## config.mk

```make
export PLATFORM = sky130hd
export DESIGN_NAME = cell_discharge_capacity_meter_top_flat
export DESIGN_NICKNAME = d
export VERILOG_FILES = /design/src/rtl/cdcm_pkg.sv /design/src/rtl/cdcm_if.sv /design/src/rtl/cdcm_mul.sv /design/src/rtl/cdcm_div.sv /design/src/rtl/cdcm_store.sv /design/src/rtl/cell_discharge_capacity_meter_top.sv /design/src/flat_wrapper.sv
export VERILOG_INCLUDE_DIRS = /design/src /design/src/rtl
export SDC_FILE = /design/constraint.sdc
export NUM_CORES = 2
export LEC_CHECK = 0
export ABC_AREA = 1
export BUFFER_PORTS_ARGS = -buffer_cell sky130_fd_sc_hd__buf_2
export CAP_MARGIN = 10
export CORE_MARGIN = 1.5
export CORE_UTILIZATION = 55
export CTS_CLUSTER_DIAMETER = 40
export DETAILED_ROUTE_END_ITERATION = 10
export GPL_ROUTABILITY_DRIVEN = 0
export HOLD_SLACK_MARGIN = 0.05
export PLACE_DENSITY_LB_ADDON = 0.08
export SYNTH_ARGS = -nofsm -noshare
export SYNTH_HDL_FRONTEND = slang
export SYNTH_SLANG_ARGS = --single-unit
```

## constraint.sdc

```tcl
create_clock -name i_clk -period 28.3 [get_ports i_clk]
set_input_delay 5.66 -clock i_clk [delete_from_list [all_inputs] [get_ports i_clk]]
set_output_delay 5.66 -clock i_clk [all_outputs]
set_load 0.005 [all_outputs]
```

## src/rtl/cell_discharge_capacity_meter_top_defines.svh

```systemverilog
// ----------------------------------------------------------------------------
// Assertion macros for the cell discharge capacity meter
// Clock i_clk, synchronous active-low reset i_rst_n.
// ----------------------------------------------------------------------------
`ifndef CELL_DISCHARGE_CAPACITY_METER_TOP_DEFINES_SVH
`define CELL_DISCHARGE_CAPACITY_METER_TOP_DEFINES_SVH

// same-cycle implication
`define CDCM_CHECK_NOW(label, ante, cons, msg) \
    label: assert property (@(posedge i_clk) disable iff (!i_rst_n) \
        (ante) |-> (cons)) else $error(msg);

// next-cycle implication
`define CDCM_CHECK_NEXT(label, ante, cons, msg) \
    label: assert property (@(posedge i_clk) disable iff (!i_rst_n) \
        (ante) |=> (cons)) else $error(msg);

`endif

```

## src/rtl/cdcm_pkg.sv

```systemverilog
// ----------------------------------------------------------------------------
// cdcm_pkg
// Widths, codes and shared types of the cell discharge capacity meter.
// ----------------------------------------------------------------------------
package cdcm_pkg;

    localparam int unsigned OP_W       = 2;
    localparam int unsigned CH_W       = 3;
    localparam int unsigned CH_EXT_W   = 5;
    localparam int unsigned CODE_W     = 10;
    localparam int unsigned GAIN_W     = 24;
    localparam int unsigned MV_W       = 13;
    localparam int unsigned RES_W      = 16;
    localparam int unsigned IVL_W      = 16;
    localparam int unsigned TIME_W     = 32;
    localparam int unsigned CHARGE_W   = 40;
    localparam int unsigned CFG_W      = 24;
    localparam int unsigned CFG_IDX_W  = 2;
    localparam int unsigned MV_SHIFT   = 16;
    localparam int unsigned MUL_A_W    = 32;
    localparam int unsigned MUL_B_W    = 13;
    localparam int unsigned PROD_W     = MUL_A_W + MUL_B_W;
    localparam int unsigned MUL_CNT_W  = 4;
    localparam int unsigned DIV_CNT_W  = 6;

    localparam logic [GAIN_W-1:0] GAIN_RST   = 24'd334401;
    localparam logic [MV_W-1:0]   CUTOFF_RST = 13'd2800;
    localparam logic [RES_W-1:0]  RES_RST    = 16'd2700;
    localparam logic [IVL_W-1:0]  IVL_RST    = 16'd1000;

    localparam logic [CFG_IDX_W-1:0] REG_GAIN   = 2'd0;
    localparam logic [CFG_IDX_W-1:0] REG_CUTOFF = 2'd1;
    localparam logic [CFG_IDX_W-1:0] REG_RES    = 2'd2;
    localparam logic [CFG_IDX_W-1:0] REG_IVL    = 2'd3;

    typedef enum logic [OP_W-1:0] {
        OP_SAMPLE = 2'd0,
        OP_RESET  = 2'd1,
        OP_START  = 2'd2,
        OP_STOP   = 2'd3
    } t_op;

    typedef enum logic [2:0] {
        CMD_NONE,
        CMD_KILL,
        CMD_CLEAR,
        CMD_ACCUM,
        CMD_START,
        CMD_STOP
    } t_cmd_kind;

    typedef struct packed {
        t_cmd_kind         kind;
        logic [CH_W-1:0]   ch;
        logic              live;
        logic [PROD_W-1:0] inc;
        logic [TIME_W-1:0] elapsed;
        logic [TIME_W-1:0] now;
    } t_cmd;

    typedef struct packed {
        logic                live;
        logic                run;
        logic [TIME_W-1:0]   stamp;
        logic [CHARGE_W-1:0] charge;
        logic [TIME_W-1:0]   time_ms;
    } t_chan_view;

    typedef struct packed {
        logic               start;
        logic [MUL_A_W-1:0] a;
        logic [MUL_B_W-1:0] b;
    } t_mul_req;

    typedef struct packed {
        logic              start;
        logic [PROD_W-1:0] dividend;
        logic [RES_W-1:0]  divisor;
    } t_div_req;

endpackage

```

## src/rtl/cdcm_if.sv

```systemverilog
// ----------------------------------------------------------------------------
// cdcm_in_if / cdcm_out_if
// Valid/ready channels for input words and result words.
// ----------------------------------------------------------------------------
interface cdcm_in_if;
    logic                          valid;
    logic                          ready;
    logic [cdcm_pkg::OP_W-1:0]     operation;
    logic [cdcm_pkg::CH_W-1:0]     channel;
    logic [cdcm_pkg::CODE_W-1:0]   adc_code;
    logic [cdcm_pkg::TIME_W-1:0]   now_ms;

    modport source (output valid, operation, channel, adc_code, now_ms, input ready);
    modport sink   (input valid, operation, channel, adc_code, now_ms, output ready);
endinterface

interface cdcm_out_if;
    logic                          valid;
    logic                          ready;
    logic [cdcm_pkg::CH_W-1:0]     out_channel;
    logic [cdcm_pkg::MV_W-1:0]     voltage_mv;
    logic                          cell_running;
    logic                          load_on;
    logic [cdcm_pkg::CHARGE_W-1:0] charge_mas;
    logic [cdcm_pkg::TIME_W-1:0]   time_ms;

    modport source (output valid, out_channel, voltage_mv, cell_running, load_on,
                    charge_mas, time_ms, input ready);
    modport sink   (input valid, out_channel, voltage_mv, cell_running, load_on,
                    charge_mas, time_ms, output ready);
endinterface

```

## src/rtl/cdcm_mul.sv

```systemverilog
// ----------------------------------------------------------------------------
// cdcm_mul
// Bit-serial shift-add multiplier, one multiplier bit per cycle, MSB first.
// ----------------------------------------------------------------------------
module cdcm_mul (
    input  logic                            i_clk,
    input  logic                            i_rst_n,
    input  cdcm_pkg::t_mul_req              i_req,
    output logic                            o_done,
    output logic [cdcm_pkg::PROD_W-1:0]     o_prod
);

    localparam logic [cdcm_pkg::MUL_CNT_W-1:0] LAST =
        cdcm_pkg::MUL_CNT_W'(cdcm_pkg::MUL_B_W - 1);

    logic                               r_busy;
    logic                               r_done;
    logic [cdcm_pkg::MUL_CNT_W-1:0]     r_cnt;
    logic [cdcm_pkg::MUL_A_W-1:0]       r_a;
    logic [cdcm_pkg::MUL_B_W-1:0]       r_b;
    logic [cdcm_pkg::PROD_W-1:0]        r_acc;
    logic [cdcm_pkg::PROD_W-1:0]        n_acc;

    always_comb begin
        n_acc = {r_acc[cdcm_pkg::PROD_W-2:0], 1'b0};
        if (r_b[cdcm_pkg::MUL_B_W-1]) begin
            n_acc = n_acc + {{cdcm_pkg::MUL_B_W{1'b0}}, r_a};
        end
    end

    always_ff @(posedge i_clk) begin
        if (!i_rst_n) begin
            r_busy <= 1'b0;
            r_done <= 1'b0;
            r_cnt  <= '0;
        end else begin
            r_done <= 1'b0;
            if (i_req.start) begin
                r_busy <= 1'b1;
                r_cnt  <= '0;
                r_a    <= i_req.a;
                r_b    <= i_req.b;
                r_acc  <= '0;
            end else if (r_busy) begin
                r_acc <= n_acc;
                r_b   <= {r_b[cdcm_pkg::MUL_B_W-2:0], 1'b0};
                r_cnt <= r_cnt + 1'b1;
                if (r_cnt == LAST) begin
                    r_busy <= 1'b0;
                    r_done <= 1'b1;
                end
            end
        end
    end

    assign o_done = r_done;
    assign o_prod = r_acc;

endmodule

```

## src/rtl/cdcm_div.sv

```systemverilog
// ----------------------------------------------------------------------------
// cdcm_div
// Restoring divider, one quotient bit per cycle.
// ----------------------------------------------------------------------------
module cdcm_div (
    input  logic                            i_clk,
    input  logic                            i_rst_n,
    input  cdcm_pkg::t_div_req              i_req,
    output logic                            o_done,
    output logic [cdcm_pkg::PROD_W-1:0]     o_quot
);

    localparam logic [cdcm_pkg::DIV_CNT_W-1:0] LAST =
        cdcm_pkg::DIV_CNT_W'(cdcm_pkg::PROD_W - 1);

    logic                               r_busy;
    logic                               r_done;
    logic [cdcm_pkg::DIV_CNT_W-1:0]     r_cnt;
    logic [cdcm_pkg::PROD_W-1:0]        r_q;
    logic [cdcm_pkg::RES_W-1:0]         r_rem;
    logic [cdcm_pkg::RES_W-1:0]         r_d;
    logic [cdcm_pkg::RES_W:0]           shifted;
    logic [cdcm_pkg::RES_W:0]           diff;
    logic                               qbit;

    always_comb begin
        shifted = {r_rem, r_q[cdcm_pkg::PROD_W-1]};
        diff    = shifted - {1'b0, r_d};
        qbit    = (shifted >= {1'b0, r_d});
    end

    always_ff @(posedge i_clk) begin
        if (!i_rst_n) begin
            r_busy <= 1'b0;
            r_done <= 1'b0;
            r_cnt  <= '0;
        end else begin
            r_done <= 1'b0;
            if (i_req.start) begin
                r_busy <= 1'b1;
                r_cnt  <= '0;
                r_q    <= i_req.dividend;
                r_d    <= i_req.divisor;
                r_rem  <= '0;
            end else if (r_busy) begin
                r_rem <= qbit ? diff[cdcm_pkg::RES_W-1:0] : shifted[cdcm_pkg::RES_W-1:0];
                r_q   <= {r_q[cdcm_pkg::PROD_W-2:0], qbit};
                r_cnt <= r_cnt + 1'b1;
                if (r_cnt == LAST) begin
                    r_busy <= 1'b0;
                    r_done <= 1'b1;
                end
            end
        end
    end

    assign o_done = r_done;
    assign o_quot = r_q;

endmodule

```

## src/rtl/cdcm_store.sv

```systemverilog
// ----------------------------------------------------------------------------
// cdcm_store
// Per-channel live flag, charge, time and stamp, plus the run flag.
// ----------------------------------------------------------------------------
module cdcm_store #(
    parameter int unsigned CHANNELS = 8
) (
    input  logic                            i_clk,
    input  logic                            i_rst_n,
    input  cdcm_pkg::t_cmd                  i_cmd,
    input  logic [cdcm_pkg::CH_W-1:0]       i_rd_ch,
    output cdcm_pkg::t_chan_view            o_view
);

    localparam int unsigned IDX_W = (CHANNELS > 1) ? $clog2(CHANNELS) : 1;
    localparam logic [cdcm_pkg::CH_EXT_W-1:0] CH_LIM = cdcm_pkg::CH_EXT_W'(CHANNELS);

    logic                               r_run;
    logic                               r_live   [CHANNELS];
    logic [cdcm_pkg::CHARGE_W-1:0]      r_charge [CHANNELS];
    logic [cdcm_pkg::TIME_W-1:0]        r_time   [CHANNELS];
    logic [cdcm_pkg::TIME_W-1:0]        r_stamp  [CHANNELS];

    logic [cdcm_pkg::CH_EXT_W-1:0]      wr_ext;
    logic [cdcm_pkg::CH_EXT_W-1:0]      rd_ext;
    logic [IDX_W-1:0]                   widx;
    logic [IDX_W-1:0]                   ridx;
    logic                               wr_ok;
    logic                               rd_ok;
    logic [cdcm_pkg::CHARGE_W+5:0]      charge_sum;
    logic [cdcm_pkg::TIME_W:0]          time_sum;
    logic [cdcm_pkg::CHARGE_W-1:0]      charge_sat;
    logic [cdcm_pkg::TIME_W-1:0]        time_sat;

    always_comb begin
        wr_ext = {2'b00, i_cmd.ch};
        rd_ext = {2'b00, i_rd_ch};
        widx   = wr_ext[IDX_W-1:0];
        ridx   = rd_ext[IDX_W-1:0];
        wr_ok  = (wr_ext < CH_LIM);
        rd_ok  = (rd_ext < CH_LIM);

        charge_sum = {6'b0, r_charge[widx]} + {1'b0, i_cmd.inc};
        charge_sat = (|charge_sum[cdcm_pkg::CHARGE_W+5:cdcm_pkg::CHARGE_W]) ?
                     '1 : charge_sum[cdcm_pkg::CHARGE_W-1:0];
        time_sum   = {1'b0, r_time[widx]} + {1'b0, i_cmd.elapsed};
        time_sat   = time_sum[cdcm_pkg::TIME_W] ? '1 : time_sum[cdcm_pkg::TIME_W-1:0];

        o_view.run     = r_run;
        o_view.live    = rd_ok & r_live[ridx];
        o_view.stamp   = r_stamp[ridx];
        o_view.charge  = rd_ok ? r_charge[ridx] : '0;
        o_view.time_ms = rd_ok ? r_time[ridx] : '0;
    end

    always_ff @(posedge i_clk) begin
        if (!i_rst_n) begin
            r_run <= 1'b0;
            for (int i = 0; i < CHANNELS; i++) begin
                r_live[i]   <= 1'b0;
                r_charge[i] <= '0;
                r_time[i]   <= '0;
                r_stamp[i]  <= '0;
            end
        end else begin
            case (i_cmd.kind)
                cdcm_pkg::CMD_KILL: begin
                    if (wr_ok) begin
                        r_live[widx] <= 1'b0;
                    end
                end
                cdcm_pkg::CMD_CLEAR: begin
                    if (wr_ok) begin
                        r_live[widx]   <= i_cmd.live;
                        r_charge[widx] <= '0;
                        r_time[widx]   <= '0;
                    end
                end
                cdcm_pkg::CMD_ACCUM: begin
                    if (wr_ok) begin
                        r_charge[widx] <= charge_sat;
                        r_time[widx]   <= time_sat;
                        r_stamp[widx]  <= i_cmd.now;
                    end
                end
                cdcm_pkg::CMD_START: begin
                    r_run <= 1'b1;
                    for (int i = 0; i < CHANNELS; i++) begin
                        r_stamp[i] <= i_cmd.now;
                    end
                end
                cdcm_pkg::CMD_STOP: begin
                    r_run <= 1'b0;
                end
                default: begin
                end
            endcase
        end
    end

endmodule

```

## src/rtl/cell_discharge_capacity_meter_top.sv

```systemverilog
// ----------------------------------------------------------------------------
// cell_discharge_capacity_meter_top
// Multi-channel discharge tester: scales samples, tracks charge and time.
//
//   port      dir  handshake     word
//   i_item    in   valid/ready   operation, channel, adc_code, now_ms
//   o_result  out  valid/ready   out_channel, voltage_mv, cell_running,
//                                load_on, charge_mas, time_ms
//   i_cfg_*   in   write enable  register index, data
//
// One word at a time. Start/stop go straight from idle to the done state.
// Reset channel or a sample that does not accumulate: one serial scale
// multiply. Accumulating sample: two serial multiplies and the divider.
// Synchronous reset loads register defaults and clears all channel state.
// A result waits in the output register; the next word is processed and
// holds in the done state until that register frees.
// ----------------------------------------------------------------------------
`include "cell_discharge_capacity_meter_top_defines.svh"

module cell_discharge_capacity_meter_top #(
    parameter int unsigned CHANNELS = 8
) (
    input  logic                                i_clk,
    input  logic                                i_rst_n,
    cdcm_in_if.sink                             i_item,
    cdcm_out_if.source                          o_result,
    input  logic                                i_cfg_we,
    input  logic [cdcm_pkg::CFG_IDX_W-1:0]      i_cfg_idx,
    input  logic [cdcm_pkg::CFG_W-1:0]          i_cfg_data
);

    typedef enum logic [2:0] {
        S_IDLE,
        S_SCALE,
        S_DECIDE,
        S_PROD,
        S_DIV,
        S_DONE
    } t_state;

    localparam logic [cdcm_pkg::CH_EXT_W-1:0] CH_LIM = cdcm_pkg::CH_EXT_W'(CHANNELS);

    logic [cdcm_pkg::GAIN_W-1:0]    r_gain;
    logic [cdcm_pkg::MV_W-1:0]      r_cut;
    logic [cdcm_pkg::RES_W-1:0]     r_res;
    logic [cdcm_pkg::IVL_W-1:0]     r_ivl;

    t_state                         r_state,    n_state;
    cdcm_pkg::t_op                  r_op,       n_op;
    logic [cdcm_pkg::CH_W-1:0]      r_ch,       n_ch;
    logic [cdcm_pkg::TIME_W-1:0]    r_now,      n_now;
    logic [cdcm_pkg::MV_W-1:0]      r_mv,       n_mv;
    logic [cdcm_pkg::TIME_W-1:0]    r_elapsed,  n_elapsed;

    logic                           r_out_valid,   n_out_valid;
    logic [cdcm_pkg::CH_W-1:0]      r_out_ch,      n_out_ch;
    logic [cdcm_pkg::MV_W-1:0]      r_out_mv,      n_out_mv;
    logic                           r_out_running, n_out_running;
    logic                           r_out_load_on, n_out_load_on;
    logic [cdcm_pkg::CHARGE_W-1:0]  r_out_charge,  n_out_charge;
    logic [cdcm_pkg::TIME_W-1:0]    r_out_time,    n_out_time;

    cdcm_pkg::t_mul_req             mul_req;
    logic                           mul_done;
    logic [cdcm_pkg::PROD_W-1:0]    mul_prod;
    cdcm_pkg::t_div_req             div_req;
    logic                           div_done;
    logic [cdcm_pkg::PROD_W-1:0]    div_quot;
    cdcm_pkg::t_cmd                 cmd;
    cdcm_pkg::t_chan_view           view;

    logic                           accept;
    logic                           ch_ok;
    logic [cdcm_pkg::PROD_W-cdcm_pkg::MV_SHIFT-1:0] mv_raw;
    logic [cdcm_pkg::MV_W-1:0]      mv_sat;
    logic [cdcm_pkg::TIME_W-1:0]    elapsed;
    logic [cdcm_pkg::RES_W-1:0]     res_eff;

    cdcm_mul u_mul (
        .i_clk   (i_clk),
        .i_rst_n (i_rst_n),
        .i_req   (mul_req),
        .o_done  (mul_done),
        .o_prod  (mul_prod)
    );

    cdcm_div u_div (
        .i_clk   (i_clk),
        .i_rst_n (i_rst_n),
        .i_req   (div_req),
        .o_done  (div_done),
        .o_quot  (div_quot)
    );

    cdcm_store #(
        .CHANNELS (CHANNELS)
    ) u_store (
        .i_clk   (i_clk),
        .i_rst_n (i_rst_n),
        .i_cmd   (cmd),
        .i_rd_ch (r_ch),
        .o_view  (view)
    );

    always_ff @(posedge i_clk) begin
        if (!i_rst_n) begin
            r_gain <= cdcm_pkg::GAIN_RST;
            r_cut  <= cdcm_pkg::CUTOFF_RST;
            r_res  <= cdcm_pkg::RES_RST;
            r_ivl  <= cdcm_pkg::IVL_RST;
        end else if (i_cfg_we) begin
            case (i_cfg_idx)
                cdcm_pkg::REG_GAIN:   r_gain <= i_cfg_data[cdcm_pkg::GAIN_W-1:0];
                cdcm_pkg::REG_CUTOFF: r_cut  <= i_cfg_data[cdcm_pkg::MV_W-1:0];
                cdcm_pkg::REG_RES:    r_res  <= i_cfg_data[cdcm_pkg::RES_W-1:0];
                cdcm_pkg::REG_IVL:    r_ivl  <= i_cfg_data[cdcm_pkg::IVL_W-1:0];
                default: begin
                end
            endcase
        end
    end

    always_comb begin
        accept  = i_item.valid && (r_state == S_IDLE);
        ch_ok   = ({2'b00, r_ch} < CH_LIM);
        mv_raw  = mul_prod[cdcm_pkg::PROD_W-1:cdcm_pkg::MV_SHIFT];
        mv_sat  = (|mv_raw[cdcm_pkg::PROD_W-cdcm_pkg::MV_SHIFT-1:cdcm_pkg::MV_W]) ?
                  '1 : mv_raw[cdcm_pkg::MV_W-1:0];
        elapsed = r_now - view.stamp;
        res_eff = (r_res == '0) ? cdcm_pkg::RES_W'(1) : r_res;

        n_state   = r_state;
        n_op      = r_op;
        n_ch      = r_ch;
        n_now     = r_now;
        n_mv      = r_mv;
        n_elapsed = r_elapsed;

        n_out_valid   = r_out_valid && !o_result.ready;
        n_out_ch      = r_out_ch;
        n_out_mv      = r_out_mv;
        n_out_running = r_out_running;
        n_out_load_on = r_out_load_on;
        n_out_charge  = r_out_charge;
        n_out_time    = r_out_time;

        mul_req.start = 1'b0;
        mul_req.a     = {{(cdcm_pkg::MUL_A_W-cdcm_pkg::GAIN_W){1'b0}}, r_gain};
        mul_req.b     = {{(cdcm_pkg::MUL_B_W-cdcm_pkg::CODE_W){1'b0}}, i_item.adc_code};

        div_req.start    = 1'b0;
        div_req.dividend = mul_prod;
        div_req.divisor  = res_eff;

        cmd.kind    = cdcm_pkg::CMD_NONE;
        cmd.ch      = r_ch;
        cmd.live    = 1'b0;
        cmd.inc     = div_quot;
        cmd.elapsed = r_elapsed;
        cmd.now     = r_now;

        case (r_state)
            S_IDLE: begin
                if (accept) begin
                    n_op  = cdcm_pkg::t_op'(i_item.operation);
                    n_ch  = i_item.channel;
                    n_now = i_item.now_ms;
                    n_mv  = '0;
                    if (n_op == cdcm_pkg::OP_START) begin
                        cmd.kind = cdcm_pkg::CMD_START;
                        cmd.now  = i_item.now_ms;
                        n_state  = S_DONE;
                    end else if (n_op == cdcm_pkg::OP_STOP) begin
                        cmd.kind = cdcm_pkg::CMD_STOP;
                        n_state  = S_DONE;
                    end else begin
                        mul_req.start = 1'b1;
                        n_state       = S_SCALE;
                    end
                end
            end
            S_SCALE: begin
                if (mul_done) begin
                    n_mv    = mv_sat;
                    n_state = S_DECIDE;
                end
            end
            S_DECIDE: begin
                n_state = S_DONE;
                if (ch_ok) begin
                    if (r_op == cdcm_pkg::OP_RESET) begin
                        cmd.kind = cdcm_pkg::CMD_CLEAR;
                        cmd.live = (r_mv > r_cut);
                    end else if (view.live && (r_mv <= r_cut)) begin
                        cmd.kind = cdcm_pkg::CMD_KILL;
                    end else if (view.live && view.run &&
                                 (elapsed >= cdcm_pkg::TIME_W'(r_ivl))) begin
                        mul_req.start = 1'b1;
                        mul_req.a     = elapsed;
                        mul_req.b     = r_mv;
                        n_elapsed     = elapsed;
                        n_state       = S_PROD;
                    end
                end
            end
            S_PROD: begin
                if (mul_done) begin
                    div_req.start = 1'b1;
                    n_state       = S_DIV;
                end
            end
            S_DIV: begin
                if (div_done) begin
                    cmd.kind = cdcm_pkg::CMD_ACCUM;
                    n_state  = S_DONE;
                end
            end
            S_DONE: begin
                if (!r_out_valid || o_result.ready) begin
                    n_out_valid   = 1'b1;
                    n_out_ch      = r_ch;
                    n_out_mv      = r_mv;
                    n_out_running = view.live;
                    n_out_load_on = view.live && view.run;
                    n_out_charge  = view.charge;
                    n_out_time    = view.time_ms;
                    n_state       = S_IDLE;
                end
            end
            default: begin
                n_state = S_IDLE;
            end
        endcase
    end

    always_ff @(posedge i_clk) begin
        if (!i_rst_n) begin
            r_state     <= S_IDLE;
            r_out_valid <= 1'b0;
        end else begin
            r_state     <= n_state;
            r_out_valid <= n_out_valid;
        end
        r_op          <= n_op;
        r_ch          <= n_ch;
        r_now         <= n_now;
        r_mv          <= n_mv;
        r_elapsed     <= n_elapsed;
        r_out_ch      <= n_out_ch;
        r_out_mv      <= n_out_mv;
        r_out_running <= n_out_running;
        r_out_load_on <= n_out_load_on;
        r_out_charge  <= n_out_charge;
        r_out_time    <= n_out_time;
    end

    assign i_item.ready          = (r_state == S_IDLE);
    assign o_result.valid        = r_out_valid;
    assign o_result.out_channel  = r_out_ch;
    assign o_result.voltage_mv   = r_out_mv;
    assign o_result.cell_running = r_out_running;
    assign o_result.load_on      = r_out_load_on;
    assign o_result.charge_mas   = r_out_charge;
    assign o_result.time_ms      = r_out_time;

    `CDCM_CHECK_NOW(a_mul_done_state, mul_done, (r_state == S_SCALE) || (r_state == S_PROD), "multiplier finished outside a multiply state")
    `CDCM_CHECK_NOW(a_div_done_state, div_done, r_state == S_DIV, "divider finished outside the divide state")
    `CDCM_CHECK_NOW(a_load_needs_cell, r_out_valid && r_out_load_on, r_out_running, "load on for a cell that is not running")
    `CDCM_CHECK_NEXT(a_done_loads, (r_state == S_DONE) && (!r_out_valid || o_result.ready), r_out_valid && (r_state == S_IDLE), "finished word not loaded into output register")

endmodule
```

## src/flat_wrapper.sv

```systemverilog
// flat-port wrapper written by rule: the top's interface ports become plain ports
module cell_discharge_capacity_meter_top_flat 
#(
    parameter int unsigned CHANNELS = 8
)
  (i_clk, i_rst_n, i_cfg_we, i_cfg_idx, i_cfg_data, i_item_valid, i_item_operation, i_item_channel, i_item_adc_code, i_item_now_ms, i_item_ready, o_result_valid, o_result_out_channel, o_result_voltage_mv, o_result_cell_running, o_result_load_on, o_result_charge_mas, o_result_time_ms, o_result_ready);
  cdcm_in_if i_item_i ();
  cdcm_out_if o_result_i ();
  input  logic i_clk;
  input  logic i_rst_n;
  input  logic i_cfg_we;
  input  logic [cdcm_pkg::CFG_IDX_W-1:0] i_cfg_idx;
  input  logic [cdcm_pkg::CFG_W-1:0] i_cfg_data;
  input wire logic [$bits(i_item_i.valid)-1:0] i_item_valid;
  input wire logic [$bits(i_item_i.operation)-1:0] i_item_operation;
  input wire logic [$bits(i_item_i.channel)-1:0] i_item_channel;
  input wire logic [$bits(i_item_i.adc_code)-1:0] i_item_adc_code;
  input wire logic [$bits(i_item_i.now_ms)-1:0] i_item_now_ms;
  output wire logic [$bits(i_item_i.ready)-1:0] i_item_ready;
  output wire logic [$bits(o_result_i.valid)-1:0] o_result_valid;
  output wire logic [$bits(o_result_i.out_channel)-1:0] o_result_out_channel;
  output wire logic [$bits(o_result_i.voltage_mv)-1:0] o_result_voltage_mv;
  output wire logic [$bits(o_result_i.cell_running)-1:0] o_result_cell_running;
  output wire logic [$bits(o_result_i.load_on)-1:0] o_result_load_on;
  output wire logic [$bits(o_result_i.charge_mas)-1:0] o_result_charge_mas;
  output wire logic [$bits(o_result_i.time_ms)-1:0] o_result_time_ms;
  input wire logic [$bits(o_result_i.ready)-1:0] o_result_ready;
  assign i_item_i.valid = i_item_valid;
  assign i_item_i.operation = i_item_operation;
  assign i_item_i.channel = i_item_channel;
  assign i_item_i.adc_code = i_item_adc_code;
  assign i_item_i.now_ms = i_item_now_ms;
  assign i_item_ready = i_item_i.ready;
  assign o_result_valid = o_result_i.valid;
  assign o_result_out_channel = o_result_i.out_channel;
  assign o_result_voltage_mv = o_result_i.voltage_mv;
  assign o_result_cell_running = o_result_i.cell_running;
  assign o_result_load_on = o_result_i.load_on;
  assign o_result_charge_mas = o_result_i.charge_mas;
  assign o_result_time_ms = o_result_i.time_ms;
  assign o_result_i.ready = o_result_ready;
  cell_discharge_capacity_meter_top #(.CHANNELS(CHANNELS)) u_core (.i_clk(i_clk), .i_rst_n(i_rst_n), .i_item(i_item_i), .o_result(o_result_i), .i_cfg_we(i_cfg_we), .i_cfg_idx(i_cfg_idx), .i_cfg_data(i_cfg_data));
endmodule
```

==> impl_metrics.env <==
export IMPL_hp_class="reg2reg"
export IMPL_powerDensity_nw_per_um2=107.1
export IMPL_finalCritPeriodShare=0.3410
export IMPL_synth_simple_area_share=0.1842
export IMPL_die_width_um=341.7
export IMPL_syn_inst=6616
export IMPL_synthMuxAreaShare=0
export IMPL_synthArstFlopShare=0
export IMPL_finalHoldViolations=0
export IMPL_grt_pass1_vias=45947
export IMPL_post_cts_buffers=0
export IMPL_ir_drop_uv=75.66
export IMPL_synth_edf_count=1171
export IMPL_rsz0062_at_grt="no"
export IMPL_postRouteAntennaNets=0
export IMPL_synth_compound_area_frac=0.1243
export IMPL_avgSynthCellArea_um2=9.535
export IMPL_grt_usage=0.3143
export IMPL_wl_um=185600
export IMPL_syn_area_um2=63080
export IMPL_area_delta_synth_final_pct=12.32
export IMPL_required_ns=28.69
export IMPL_hold_ws_ns=0.4294
export IMPL_path_max_fanout=73
export IMPL_synthXorXnorAreaFrac=0.01694
export IMPL_ioPinCount=170
export IMPL_final_common_cell="nor2_1"
export IMPL_fill_cells=9536
export IMPL_drt_iter0_markers=5440
export IMPL_synth_seq_area_share=0.5889
export IMPL_io_buffers=169
export IMPL_clkLatencyLatePin_ns=0.78
export IMPL_placementRows=124
export IMPL_most_common_layout_cells="1699 x nor2_1, 1171 x edfxtp_1, 906 x nand2_1"
export IMPL_cts_buffer_depth=3
export IMPL_path_cells="buf_2, buf_4, clkinv_2, a211oi_4, nand2_4, nand2_4, buf_4"
export IMPL_drv_cap=0
export IMPL_place_detailed_hpwl_um=117200
export IMPL_synth_top_family_by_area="simple AND/OR/NAND/NOR gates"
export IMPL_numPlacedInstances=8025
export IMPL_critPathKind="in2reg"
export IMPL_ys_flop_type="edfxtp_1"
export IMPL_synth_fa_ha_area_frac=0.03808
export IMPL_dr_total_vias=48810
export IMPL_drc=0
export IMPL_grt_max_degree=127
export IMPL_cts_made_buffers=166
export IMPL_ys_types=62
export IMPL_slew_headroom=0.1561
export IMPL_cp_arrival_ns=10.04
export IMPL_slowest_stage="a211oi_4"
export IMPL_drive_gt1_frac=0.1031
export IMPL_path_clk_slew_ns=0.06
export IMPL_ctsHoldBuffers=0
export IMPL_total_power_mw=7.591
export IMPL_final_nets=6949
export IMPL_skew_ns=0.02903
export IMPL_clkSinkCount=1270
export IMPL_syn_nets=6883
export IMPL_dieHeight_um=341.7
export IMPL_cts_root_buf="clkbuf_16"
export IMPL_drv_slew=0
export IMPL_vias_per_cell=5.857
export IMPL_tightest_slew_ns=1.261
export IMPL_drt_pass1_iter_count=6
export IMPL_ys_ff_latch=1270
export IMPL_coreArea_um2=114000
export IMPL_start_util=0.5532
export IMPL_die_area_um2=116700
export IMPL_cts_resized=0
export IMPL_critPathLaunch="i_rst_n"
export IMPL_outcome="completed"
export IMPL_fmax_mhz=103.6
export IMPL_setup_viol=0
export IMPL_avgRoutedWirePerCell_um=22.27
export IMPL_final_cells=8334
export IMPL_final_setup_tns_ns=0
export IMPL_grt_pass1_wl_um=277000
export IMPL_cpPeakStageDelay_ns=0.91
export IMPL_ys_warn_count=0
export IMPL_start_kind="primary input"
export IMPL_crit_path_end_kind="flop"
export IMPL_grt_ovfl_total=0
export IMPL_leakagePower_nw=26.93
export IMPL_min_period_ns=9.650
export IMPL_hp_start="u_core.r_res[13]"
export IMPL_htreeDepth=4
export IMPL_antenna_found_initial=6
export IMPL_tritoncts="yes"
==> area by class of cell <==
class                      count  area [µm²]  area share
sequential                  1270       37150      0.5244
multi-input combinational   4580       23190      0.3273
clock buffer                 186        4334     0.06117
tap                         1512        1892     0.02670
inverter                     427        1622     0.02289
timing repair buffer         237        1376     0.01943
clock inverter               119        1275     0.01799
antenna                        3       7.507   0.0001060
==> report_power, final <==
group	leakage [nW]	internal [mW]	switching (mW)
clock	2.70	1.27	0.846
sequential	12.4	2.28	0.0830
combinational	11.8	0.846	2.27
==> synthesized netlist by cell type, types with 11 or more instances <==
library cell	count	area, µm²
o21ai_4	40	650.6
a31oi_1	100	625.6
o22ai_1	107	669.4
nand4_1	27	168.9
ha_1	184	2302
o221ai_1	35	306.5
nor3_1	45	225.2
nor2_1	1701	6385
or2_2	12	75.07
inv_2	11	41.29
dfxtp_1	99	1982
edfxtp_1	1171	35160
xnor2_1	42	367.9
a21o_1	14	105.1
xor2_1	80	700.7
inv_1	415	1558
o21bai_1	17	127.6
o21ai_2	14	122.6
clkbuf_1	286	1074
o21ai_0	674	3373
buf_1	19	71.32
nand2_1	932	3498
o21ai_1	23	115.1
a21oi_1	256	1281
nor2_2	44	275.3
buf_2	23	115.1
nand3_1	138	690.7
o211ai_1	17	127.6
==> critical path, delay by kind of cell <==
kind | cells | cell delay, ns
buffers and inverters | 4 | 1.83
AND/OR/NAND/NOR | 2 | 1.50
AO/OA/AOI/OAI | 1 | 0.91
==> layer usage <==
metal | wire length, µm | global-route usage
met5 | 31 | 0
met4 | 7655 | 0.1333
met3 | 15430 | 0.04900
met2 | 86440 | 0.5003
met1 | 76040 | 0.4301
==> worst paths after layout <==
| path | end | slack, ns | depth (start not counted) |
|---|---|---|---|
| worst max-delay path | u_core.u_store.r_time[4][17] | 18.65 | 7 |
| worst min-delay path | u_core.u_div.r_d[13] | 0.43 | 0 |
| worst max register to register | u_core.u_mul.r_a[16] | 20.16 | 25 |
| worst min register to register | u_core.u_div.r_d[13] | 0.43 | 0 |
==> kinds of logic (layout without fill, tap and decap cells) <==
| group | after synthesis | after routing |
|---|---|---|
| and+or+nand+nor | 2934 | 2934 |
| buffers and inverters | 766 | 969 |
| adders and majority gates | 189 | 189 |
| AOI/OAI and AO/OA | 1335 | 1335 |
| DFF | 1270 | 1270 |
| xor gates and xnor gates | 122 | 122 |
| other | 0 | 3 |
==> state kept, by name, indices dropped and copies added, names as in the netlist, 4 cells and up, named ones only <==
| register | cells |
|---|---|
| u_core.u_store.r_charge | 320 |
| u_core.u_store.r_stamp | 256 |
| u_core.u_store.r_time | 256 |
| u_core.u_div.o_quot | 45 |
| u_core.u_mul.o_prod | 45 |
| u_core.o_result.charge_mas | 40 |
| u_core.o_result.time_ms | 32 |
| u_core.r_elapsed | 32 |
| u_core.r_now | 32 |
| u_core.u_mul.r_a | 32 |
| u_core.r_gain | 24 |
| u_core.r_ivl | 16 |
| u_core.r_res | 16 |
| u_core.u_div.r_d | 16 |
| u_core.u_div.r_rem | 16 |
| u_core.o_result.voltage_mv | 13 |
| u_core.r_cut | 13 |
| u_core.r_mv | 13 |
| u_core.u_mul.r_b | 13 |
| u_core.u_store.r_live | 8 |
| u_core.u_div.r_cnt | 6 |
| u_core.u_mul.r_cnt | 4 |
==> metrics by stage <==
step | util | worst slack, ns | instance area, µm²
finish | 0.6213 | 18.65 | 70850
global route | 0.6213 | 18.49 | 70850
CTS | 0.6210 | 18.70 | 70820
detailed placement | 0.5718 | 17.90 | 65210
global placement | 0.5718 | 17.95 | 65210
floorplan | - | 17.31 | 63080
(Power assumes the default switching activity.)
